<file path="config.mk">
export PLATFORM = sky130hd
export DESIGN_NAME = charset_name_recognizer_core
export DESIGN_NICKNAME = d
export VERILOG_FILES = /design/src/rtl/crnr_pkg.sv /design/src/rtl/charset_name_recognizer_core.sv /design/src/rtl/crnr_step.sv
export SDC_FILE = /design/constraint.sdc
export NUM_CORES = 1
export LEC_CHECK = 0
export BUFFER_PORTS_ARGS = -buffer_cell sky130_fd_sc_hd__buf_2
export CORE_MARGIN = 5
export CORE_UTILIZATION = 40
export DETAILED_ROUTE_END_ITERATION = 8
export GPL_TIMING_DRIVEN = 0
export PLACE_DENSITY = 0.62
export SYNTH_ARGS = -nofsm -noshare
export SYNTH_HDL_FRONTEND = slang
export SYNTH_HIERARCHICAL = 1
export SYNTH_SLANG_ARGS = --single-unit
</file>
<file path="constraint.sdc">
create_clock -name clock -period 3.3 [get_ports clock]
set_input_delay 0.66 -clock clock [delete_from_list [all_inputs] [get_ports clock]]
set_output_delay 0.66 -clock clock [all_outputs]
set_load 0.01 [all_outputs]
</file>
<file path="src/rtl/crnr_pkg.sv">
package crnr_pkg;

   // parser state codes
   typedef logic [4:0] state_type;

   localparam state_type S_START    = 5'd0;
   localparam state_type S_A        = 5'd1;
   localparam state_type S_AS       = 5'd2;
   localparam state_type S_ASC      = 5'd3;
   localparam state_type S_ASCI     = 5'd4;
   localparam state_type S_I        = 5'd5;
   localparam state_type S_IS       = 5'd6;
   localparam state_type S_ISO      = 5'd7;
   localparam state_type S_ISO8     = 5'd8;
   localparam state_type S_ISO88    = 5'd9;
   localparam state_type S_ISO885   = 5'd10;
   localparam state_type S_ISO8859  = 5'd11;
   localparam state_type S_ISO8859D = 5'd12;
   localparam state_type S_L        = 5'd13;
   localparam state_type S_LA       = 5'd14;
   localparam state_type S_LAT      = 5'd15;
   localparam state_type S_LATI     = 5'd16;
   localparam state_type S_LATIN    = 5'd17;
   localparam state_type S_U        = 5'd18;
   localparam state_type S_UT       = 5'd19;
   localparam state_type S_UTF      = 5'd20;
   localparam state_type S_UTF1     = 5'd21;
   localparam state_type S_UTF16    = 5'd22;
   localparam state_type S_UTF16B   = 5'd23;
   localparam state_type S_UTF16L   = 5'd24;
   localparam state_type S_UTF3     = 5'd25;
   localparam state_type S_UTF32    = 5'd26;
   localparam state_type S_UTF32B   = 5'd27;
   localparam state_type S_UTF32L   = 5'd28;
   localparam state_type S_TAIL     = 5'd29;
   localparam state_type S_FAIL     = 5'd30;

   // charset codes
   typedef logic [3:0] code_type;

   localparam code_type CS_INVALID = 4'd0;
   localparam code_type CS_ASCII   = 4'd1;
   localparam code_type CS_LATIN1  = 4'd2;
   localparam code_type CS_UTF8    = 4'd3;
   localparam code_type CS_UTF16   = 4'd4;
   localparam code_type CS_UTF16LE = 4'd5;
   localparam code_type CS_UTF16BE = 4'd6;
   localparam code_type CS_UTF32   = 4'd7;
   localparam code_type CS_UTF32LE = 4'd8;
   localparam code_type CS_UTF32BE = 4'd9;

   typedef logic [7:0] char_type;

   // characters of interest
   localparam char_type CH_NUL   = 8'h00;
   localparam char_type CH_TAB   = 8'h09;
   localparam char_type CH_LF    = 8'h0a;
   localparam char_type CH_CR    = 8'h0d;
   localparam char_type CH_SPACE = 8'h20;
   localparam char_type CH_DASH  = "-";
   localparam char_type CH_1     = "1";
   localparam char_type CH_2     = "2";
   localparam char_type CH_3     = "3";
   localparam char_type CH_5     = "5";
   localparam char_type CH_6     = "6";
   localparam char_type CH_8     = "8";
   localparam char_type CH_9     = "9";
   localparam char_type CH_UA    = "A";
   localparam char_type CH_UZ    = "Z";
   localparam char_type CH_LA    = "a";
   localparam char_type CH_LB    = "b";
   localparam char_type CH_LC    = "c";
   localparam char_type CH_LE    = "e";
   localparam char_type CH_LF_   = "f";
   localparam char_type CH_LI    = "i";
   localparam char_type CH_LL    = "l";
   localparam char_type CH_LN    = "n";
   localparam char_type CH_LO    = "o";
   localparam char_type CH_LS    = "s";
   localparam char_type CH_LT    = "t";
   localparam char_type CH_LU    = "u";
   localparam char_type CASE_OFS = 8'd32;

   // one result word
   typedef struct packed {
      logic     done;
      code_type code;
      logic     failed;
   } result_type;

   function automatic char_type fold_case(input char_type c);
      return (c >= CH_UA && c <= CH_UZ) ? char_type'(c + CASE_OFS) : c;
   endfunction

   function automatic logic is_space(input char_type c);
      return c == CH_SPACE || c == CH_TAB || c == CH_CR || c == CH_LF;
   endfunction

   // advance on a matching character, fail otherwise
   function automatic state_type match_next(input char_type c, input char_type ch,
                                            input state_type nxt);
      return (c == ch) ? nxt : S_FAIL;
   endfunction

   // trailing text: whitespace and end of string lead to the tail state
   function automatic state_type tail_next(input char_type c);
      return (c == CH_NUL || is_space(c)) ? S_TAIL : S_FAIL;
   endfunction

endpackage

</file>
<file path="src/rtl/charset_name_recognizer_core.sv">
// Channel  | Direction | Handshake          | Payload
// req      | in        | req_tvalid/tready  | tdata[7:0] = char_in
// rsp      | out       | rsp_tvalid/tready  | tdata[3:0] = charset_code, tlast = done_res,
//          |           |                    | tuser = failed
//
// One word in per cycle sustained while the result is not stalled; each result
// is offered after its byte has passed the input register and then the result
// register, set by the single parser transition between them. Reset clears
// both valid flags and returns the parser to its start state with no code
// found. A stalled result holds the result register and a full input register;
// req_tready drops only when both are full and the result is stalled.
module charset_name_recognizer_core (
   input  logic       clock,
   input  logic       reset,
   input  logic       req_tvalid,
   output logic       req_tready,
   input  logic [7:0] req_tdata,   // [7:0] char_in
   output logic       rsp_tvalid,
   input  logic       rsp_tready,
   output logic [7:0] rsp_tdata,   // [3:0] charset_code, [7:4] zero
   output logic       rsp_tlast,   // done_res
   output logic       rsp_tuser    // failed
);

   logic                 in_valid_ff;
   crnr_pkg::char_type   in_char_ff;
   logic                 out_valid_ff;
   crnr_pkg::result_type out_ff;
   crnr_pkg::result_type out_in;
   crnr_pkg::state_type  state_ff;
   crnr_pkg::state_type  state_in;
   crnr_pkg::code_type   code_ff;
   crnr_pkg::code_type   code_in;
   logic                 advance;

   // result register free to take a new word
   assign advance    = !out_valid_ff || rsp_tready;
   assign req_tready = advance || !in_valid_ff;

   crnr_step u_step (
      .state      (state_ff),
      .code       (code_ff),
      .c          (in_char_ff),
      .state_next (state_in),
      .code_next  (code_in),
      .result     (out_in)
   );

   // input register
   always_ff @(posedge clock) begin
      if (reset) begin
         in_valid_ff <= 1'b0;
      end else if (req_tready) begin
         in_valid_ff <= req_tvalid;
      end
      if (req_tready && req_tvalid) begin
         in_char_ff <= req_tdata;
      end
   end

   // parser state and result register
   always_ff @(posedge clock) begin
      if (reset) begin
         out_valid_ff <= 1'b0;
         state_ff     <= crnr_pkg::S_START;
         code_ff      <= crnr_pkg::CS_INVALID;
      end else if (advance) begin
         out_valid_ff <= in_valid_ff;
         if (in_valid_ff) begin
            state_ff <= state_in;
            code_ff  <= code_in;
         end
      end
      if (advance && in_valid_ff) begin
         out_ff <= out_in;
      end
   end

   assign rsp_tvalid = out_valid_ff;
   assign rsp_tdata  = {4'd0, out_ff.code};
   assign rsp_tlast  = out_ff.done;
   assign rsp_tuser  = out_ff.failed;

endmodule

</file>
<file path="src/rtl/crnr_step.sv">
module crnr_step (
   input  crnr_pkg::state_type  state,
   input  crnr_pkg::code_type   code,
   input  crnr_pkg::char_type   c,
   output crnr_pkg::state_type  state_next,
   output crnr_pkg::code_type   code_next,
   output crnr_pkg::result_type result
);

   crnr_pkg::char_type  l;
   crnr_pkg::state_type nx;
   crnr_pkg::code_type  cd;

   assign l = crnr_pkg::fold_case(c);

   // one transition of the name parser
   always_comb begin
      nx = crnr_pkg::S_FAIL;
      cd = code;
      unique case (state)
         crnr_pkg::S_START: begin
            if (crnr_pkg::is_space(c))   nx = crnr_pkg::S_START;
            else if (l == crnr_pkg::CH_LA) nx = crnr_pkg::S_A;
            else if (l == crnr_pkg::CH_LI) nx = crnr_pkg::S_I;
            else if (l == crnr_pkg::CH_LL) nx = crnr_pkg::S_L;
            else if (l == crnr_pkg::CH_LU) nx = crnr_pkg::S_U;
         end
         crnr_pkg::S_A:   nx = crnr_pkg::match_next(l, crnr_pkg::CH_LS, crnr_pkg::S_AS);
         crnr_pkg::S_AS:  nx = crnr_pkg::match_next(l, crnr_pkg::CH_LC, crnr_pkg::S_ASC);
         crnr_pkg::S_ASC: nx = crnr_pkg::match_next(l, crnr_pkg::CH_LI, crnr_pkg::S_ASCI);
         crnr_pkg::S_ASCI: begin
            if (l == crnr_pkg::CH_LI) begin
               nx = crnr_pkg::S_TAIL;
               cd = crnr_pkg::CS_ASCII;
            end
         end
         crnr_pkg::S_I:  nx = crnr_pkg::match_next(l, crnr_pkg::CH_LS, crnr_pkg::S_IS);
         crnr_pkg::S_IS: nx = crnr_pkg::match_next(l, crnr_pkg::CH_LO, crnr_pkg::S_ISO);
         crnr_pkg::S_ISO: begin
            if (c == crnr_pkg::CH_SPACE || c == crnr_pkg::CH_DASH) nx = crnr_pkg::S_ISO;
            else nx = crnr_pkg::match_next(c, crnr_pkg::CH_8, crnr_pkg::S_ISO8);
         end
         crnr_pkg::S_ISO8:
            nx = crnr_pkg::match_next(c, crnr_pkg::CH_8, crnr_pkg::S_ISO88);
         crnr_pkg::S_ISO88:
            nx = crnr_pkg::match_next(c, crnr_pkg::CH_5, crnr_pkg::S_ISO885);
         crnr_pkg::S_ISO885:
            nx = crnr_pkg::match_next(c, crnr_pkg::CH_9, crnr_pkg::S_ISO8859);
         crnr_pkg::S_ISO8859:
            nx = crnr_pkg::match_next(c, crnr_pkg::CH_DASH, crnr_pkg::S_ISO8859D);
         crnr_pkg::S_ISO8859D: begin
            if (c == crnr_pkg::CH_1) begin
               nx = crnr_pkg::S_TAIL;
               cd = crnr_pkg::CS_LATIN1;
            end
         end
         crnr_pkg::S_L:    nx = crnr_pkg::match_next(l, crnr_pkg::CH_LA, crnr_pkg::S_LA);
         crnr_pkg::S_LA:   nx = crnr_pkg::match_next(l, crnr_pkg::CH_LT, crnr_pkg::S_LAT);
         crnr_pkg::S_LAT:  nx = crnr_pkg::match_next(l, crnr_pkg::CH_LI, crnr_pkg::S_LATI);
         crnr_pkg::S_LATI: nx = crnr_pkg::match_next(l, crnr_pkg::CH_LN, crnr_pkg::S_LATIN);
         crnr_pkg::S_LATIN: begin
            if (c == crnr_pkg::CH_SPACE || c == crnr_pkg::CH_DASH) begin
               nx = crnr_pkg::S_LATIN;
            end else if (c == crnr_pkg::CH_1) begin
               nx = crnr_pkg::S_TAIL;
               cd = crnr_pkg::CS_LATIN1;
            end
         end
         crnr_pkg::S_U:  nx = crnr_pkg::match_next(l, crnr_pkg::CH_LT, crnr_pkg::S_UT);
         crnr_pkg::S_UT: nx = crnr_pkg::match_next(l, crnr_pkg::CH_LF_, crnr_pkg::S_UTF);
         crnr_pkg::S_UTF: begin
            if (c == crnr_pkg::CH_SPACE || c == crnr_pkg::CH_DASH) begin
               nx = crnr_pkg::S_UTF;
            end else if (c == crnr_pkg::CH_1) begin
               nx = crnr_pkg::S_UTF1;
            end else if (c == crnr_pkg::CH_3) begin
               nx = crnr_pkg::S_UTF3;
            end else if (c == crnr_pkg::CH_8) begin
               nx = crnr_pkg::S_TAIL;
               cd = crnr_pkg::CS_UTF8;
            end
         end
         crnr_pkg::S_UTF1: nx = crnr_pkg::match_next(c, crnr_pkg::CH_6, crnr_pkg::S_UTF16);
         crnr_pkg::S_UTF3: nx = crnr_pkg::match_next(c, crnr_pkg::CH_2, crnr_pkg::S_UTF32);
         // width without suffix: any other byte is checked as tail text and, if it passes, fixes the code
         crnr_pkg::S_UTF16, crnr_pkg::S_UTF32: begin
            if (c == crnr_pkg::CH_SPACE) begin
               nx = state;
            end else if (l == crnr_pkg::CH_LB) begin
               nx = (state == crnr_pkg::S_UTF16) ? crnr_pkg::S_UTF16B : crnr_pkg::S_UTF32B;
            end else if (l == crnr_pkg::CH_LL) begin
               nx = (state == crnr_pkg::S_UTF16) ? crnr_pkg::S_UTF16L : crnr_pkg::S_UTF32L;
            end else begin
               cd = (state == crnr_pkg::S_UTF16) ? crnr_pkg::CS_UTF16 : crnr_pkg::CS_UTF32;
               nx = crnr_pkg::tail_next(c);
            end
         end
         crnr_pkg::S_UTF16L, crnr_pkg::S_UTF16B,
         crnr_pkg::S_UTF32L, crnr_pkg::S_UTF32B: begin
            if (l == crnr_pkg::CH_LE) begin
               nx = crnr_pkg::S_TAIL;
               if (state == crnr_pkg::S_UTF16L)      cd = crnr_pkg::CS_UTF16LE;
               else if (state == crnr_pkg::S_UTF16B) cd = crnr_pkg::CS_UTF16BE;
               else if (state == crnr_pkg::S_UTF32L) cd = crnr_pkg::CS_UTF32LE;
               else                                  cd = crnr_pkg::CS_UTF32BE;
            end
         end
         crnr_pkg::S_TAIL: nx = crnr_pkg::tail_next(c);
         default:          nx = crnr_pkg::S_FAIL;
      endcase
      if (nx == crnr_pkg::S_FAIL) cd = crnr_pkg::CS_INVALID;
   end

   // result word and the state left behind; end of string restarts the parser
   always_comb begin
      result.done   = (c == crnr_pkg::CH_NUL);
      result.code   = cd;
      result.failed = (nx == crnr_pkg::S_FAIL);
      if (c == crnr_pkg::CH_NUL) begin
         state_next = crnr_pkg::S_START;
         code_next  = crnr_pkg::CS_INVALID;
      end else begin
         state_next = nx;
         code_next  = cd;
      end
   end

endmodule

</file>
* After elaboration in Yosys (flattened, before gate mapping) *
Cells that the tools add are included.

cells by class
  $add $sub $neg = 1
  order comparisons = 2
  equality and inequality tests = 54
  muxes and demuxes = 59
  reduce and logical (&&, ||, !) cells = 17

operators with widths
  cell                   number
  $pmux W5 S26           1
  $mux W5                25
  $eq A8 B7 Y1 const B   12
  $mux W4                22
  $eq A5 B5 Y1 const B   15
  $eq A8 B6 Y1 const B   9
  $eq A5 B4 Y1 const B   8
  $eq A8 B4 Y1 const B   3
  $pmux W4 S6            1
  $eq A5 B3 Y1 const B   4
  $mux W2                6
  $eq A5 B2 Y1 const B   2
  $add A8 B6 Y8 const B  1
  $ge A8 B7 Y1 const B   1
  $le A8 B7 Y1 const B   1
  $logic_not A8 Y1       1
  $mux W8                1
  $logic_or A1 B1 Y1     7
  $mux W3                2
  $eq A5 B1 Y1 const B   1
  $logic_not A5 Y1       1
  $reduce_or A4 Y1       1
  $logic_and A1 B1 Y1    3
  $logic_not A1 Y1       2
  other kinds (3)        3

word-level totals
  bits in registers = 25
  input port bits = 12
  word-level logic and storage cells = 141

* Longest topological paths before layout *
  depth after elaboration = 13
  depth in mapped cells = 12

* Hierarchy *
The synthesis kept the hierarchy.

by module, submodules not included
  module                        times used  cells an instance  area an instance (um^2)
  crnr_step                     1           307                2044.5
  charset_name_recognizer_core  1           68                 943.4

* Worst setup path before layout *
No wires, ideal clock.

  path type = register -> register
  start point = register in_char_ff[6]
  end point = register code_ff[0]
  library setup time = 72 ps
  data arrival time = 2904 ps
  path slack = 324 ps
  cell stages (with the launch flop) = 11
  path buffers = 0
  cell sequence = edfxtp_1 -> or4b_4 -> a211o_1 -> a32oi_1 -> o311ai_1 -> or4_1 -> a211oi_2 -> nor4_4 -> nor3_1 -> nand2b_1 -> mux2i_1

RTL lines
  what                    RTL line                            text
  from (decl)             charset_name_recognizer_core.sv:26  crnr_pkg::char_type in_char_ff;
  from (signal assigned)  charset_name_recognizer_core.sv:57  in_char_ff <= req_tdata;
  to (signal assigned)    charset_name_recognizer_core.sv:66  code_ff <= crnr_pkg::CS_INVALID;
  to (signal assigned)    charset_name_recognizer_core.sv:71  code_ff <= code_in;
  to (decl)               charset_name_recognizer_core.sv:32  crnr_pkg::code_type code_ff;

==> metrics.txt <==
RSZ-0062 raised after global routing=yes; root buffer cell=clkbuf_8; largest stage delay on the critical path=0.43 ns; Final Power=0.001166 W; Yosys top cell by area=edfxtp_1; Ports=24; setup slack after layout=-0.04553 ns; detailed-route via count=3458; largest net degree at the start of global routing=16; EDFF count, synth=14; crit-path max FO=9; CTS buffer count=3; VDD IR max=207.9 uV; Starting Density=41.19%; Setup Skew=0.003384 ns; commonest cells after routing, fill and taps aside=nor2_1 (31), nand2b_1 (30), nand2_1 (28); Most common cell on crit path=buf_4; Final #Nets=434; Core ar.=0.007253 mm2; total track usage=24.22%; hpwl dp=8331 um; Synth top area share=14.07%; CTS Buffer Depth=2; Worst-Skew Late Latency=0.27 ns; post-synthesis sequential area ratio=21.44%; number of distinct library cells after synthesis=82; WL/cell=21.70 um; Hold EP=code_ff[2]$_SDFFE_PP0P_; Syn Inst Count=375; FF-to-FF End=code_ff[3]$_SDFFE_PP0P_; yosys warns=6; Synth Flop Type=edfxtp_1; cell depth of the worst flop-to-flop path=13; Setup crit start kind=register; worst hold path depth=2; Final Cycle Share=101.4%; top post-synthesis cells by area=edfxtp_1 (14%), dfxtp_1 (7.4%), nand2b_1 (6.3%); LEAKAGE=1.273 nW; Slew @ Worst Pin=0.9870 ns; DP Worst Slack=-0.3563 ns; Hold Violations, Final=0; RR Startpoint=in_char_ff[3]$_DFFE_PP_; mapped cell area=0.002988 mm2; worst reg-to-reg setup slack=-0.05 ns; layout cells sized above 1=27.14%; vias in the first global route=3106; filler instances=721; CTS tree=done; status=complete, but fails checks; Seq cells post-synth=25; Hold Buf Count CTS=0; WP data arrival=3.54 ns; DRC=0; highest clock rate=298.9 MHz; initial antenna violation count=0; Synth-to-Final Area Change=20.14%; max cap viols=0; Clk pin slew, worst setup/hold paths=0.09 ns; most common cell after layout, fill and taps aside=nor2_1; port bufs=18; Cell Rows=31; die area=0.009298 mm2; Worst Hold Class=register to register; crit path kind=register to register; post-route ant nets=0; Final GP Congestion=1.014; initial DRC count=411; critical-path cell list=buf_6, or3_4, a211o_4, a32oi_2, o311ai_2, buf_4, a311o_2, a211oi_4, nor4_4, buf_4, nor3_1, nand2b_1, mux2i_1; Avg Cell Area, Syn=7.968 um2; first-pass GRT wire length=17030 um; DRT Pass-1 Iters=7; min Tclk post-route=3.346 ns; failing checks=negative setup slack; Slew headroom=33.70%; Finish-stage setup viols=3; clk sinks=25; DR vias/cell=6.663; Pwr Density=324.9 mW/mm2; ANT cells=0; Die Span Y=96.43 um; CP required=3.49 ns; Worst setup EP type=register; async set-reset flop share out of synthesis=0%; Final Max Slew Viols=0; CP max-delay cell=edfxtp_1; GRT overflow=0; die width=96.43 um; H-tree depth=1; final WL=11260 um; min-delay src=code_ff[2]$_SDFFE_PP0P_
==> timing repair <==
action | CTS | global route
endpoints found under the setup margin | 11 | 10
resized for setup | 17 | 28
setup buffers | 8 | 12
pin swaps | 3 | 11
endpoints found under the hold margin | 0 | 0
==> state kept, by name (all words and copies together), names as in the netlist <==
name and count:
state_ff 5, code_ff 4, in_char_ff 8, rsp_tuser 1, rsp_tvalid 1, in_valid_ff 1, rsp_tdata 4, rsp_tlast 1
==> cells by family (layout without fill, tap and decap cells) <==
family,Yosys count,in the layout,synth area share (%)
adders and majority gates,1,1,0.4187
AOI/OAI and AO/OA,107,107,26.68
muxes,11,11,3.685
DFF,25,25,21.44
other,1,4,0.1255
buffers and inverters,40,82,8.752
xor gates and xnor gates,2,2,0.5864
and+or+nand+nor,188,188,38.32
==> worst max-delay path by stage <==
stage / cells after the start / end / from / slack [ns]
floorplan: 10 / code_ff[0]$_SDFFE_PP0P_ / in_char_ff[6]$_DFFE_PP_ / 0.32
global placement: 11 / code_ff[0]$_SDFFE_PP0P_ / in_char_ff[1]$_DFFE_PP_ / -0.45
detailed placement: 11 / code_ff[3]$_SDFFE_PP0P_ / in_char_ff[1]$_DFFE_PP_ / -0.36
CTS: 12 / code_ff[3]$_SDFFE_PP0P_ / in_char_ff[0]$_DFFE_PP_ / 0.001
global route: 12 / code_ff[3]$_SDFFE_PP0P_ / in_char_ff[5]$_DFFE_PP_ / -0.14
finish: 13 / code_ff[3]$_SDFFE_PP0P_ / in_char_ff[3]$_DFFE_PP_ / -0.05
==> metrics by stage <==
| stage | util, % | setup TNS (ns) | instances | hold slack [ns] | instance area, um2 |
|---|---|---|---|---|---|
| 6_report | 49.49 | -0.06315 | 519 | 0.4956 | 3590 |
| 5_1_grt | 49.49 | -0.4699 | 519 | 0.5117 | 3590 |
| 4_1_cts | 47.13 | 0 | 507 | 0.4941 | 3418 |
| 3_5_place_dp | 44.30 | -2.268 | 495 | 0.4724 | 3213 |
| 3_3_place_gp | 44.30 | -3.529 | 495 | 0.4600 | 3213 |
| 2_1_floorplan | - | 0 | 378 | 0.4454 | 2999 |
==> synthesized netlist by cell type (6+ instances only) <==
cell type	instances
o22ai_1	7
nor2_1	33
inv_1	6
edfxtp_1	14
or3_1	7
nand2_1	30
o21ai_0	9
nor4bb_1	7
nor2b_1	6
nor3_1	13
dfxtp_1	11
mux2i_1	11
buf_6	6
a31oi_1	7
a32oi_1	6
nand2b_1	30
buf_4	6
nand3_1	15
clkbuf_1	13
a21oi_1	19
==> critical path, delay by kind of cell, from the launching register on <==
family / cells / cell delay, ns
and+or+nand+nor: 4 / 0.73
DFF: 1 / 0.43
muxes: 1 / 0.14
AOI/OAI and AO/OA: 5 / 1.45
buffers and inverters: 3 / 0.50
==> final cells by class <==
type                            instances  area, um2  share of cell area (%)
Buffer                                 33      244.0                   6.797
Clock buffer                            4      45.04                   1.255
Inverter                                7      26.28                  0.7320
Multi-Input combinational cell        313       2270                   63.23
Sequential cell                        25      640.6                   17.85
Tap cell                               99      123.9                   3.451
Timing Repair Buffer                   38      240.2                   6.692
==> per-layer routing <==
layer | GRT usage [%] | routed length (um) | vias to the layer above
li1 | - | - | 1521
met1 | 31.74 | 4646 | 1629
met2 | 37.90 | 4988 | 250
met3 | 4.957 | 1072 | 58
met4 | 11.68 | 556 | 0
met5 | 0 | 0 | -
==> power by group <==
group	switching, W	total [W]	internal (W)
Clock	0.0000940	0.000180	0.0000863
Sequential	0.0000198	0.000372	0.000352
Combinational	0.000367	0.000614	0.000247
(Power assumes the default switching activity.)
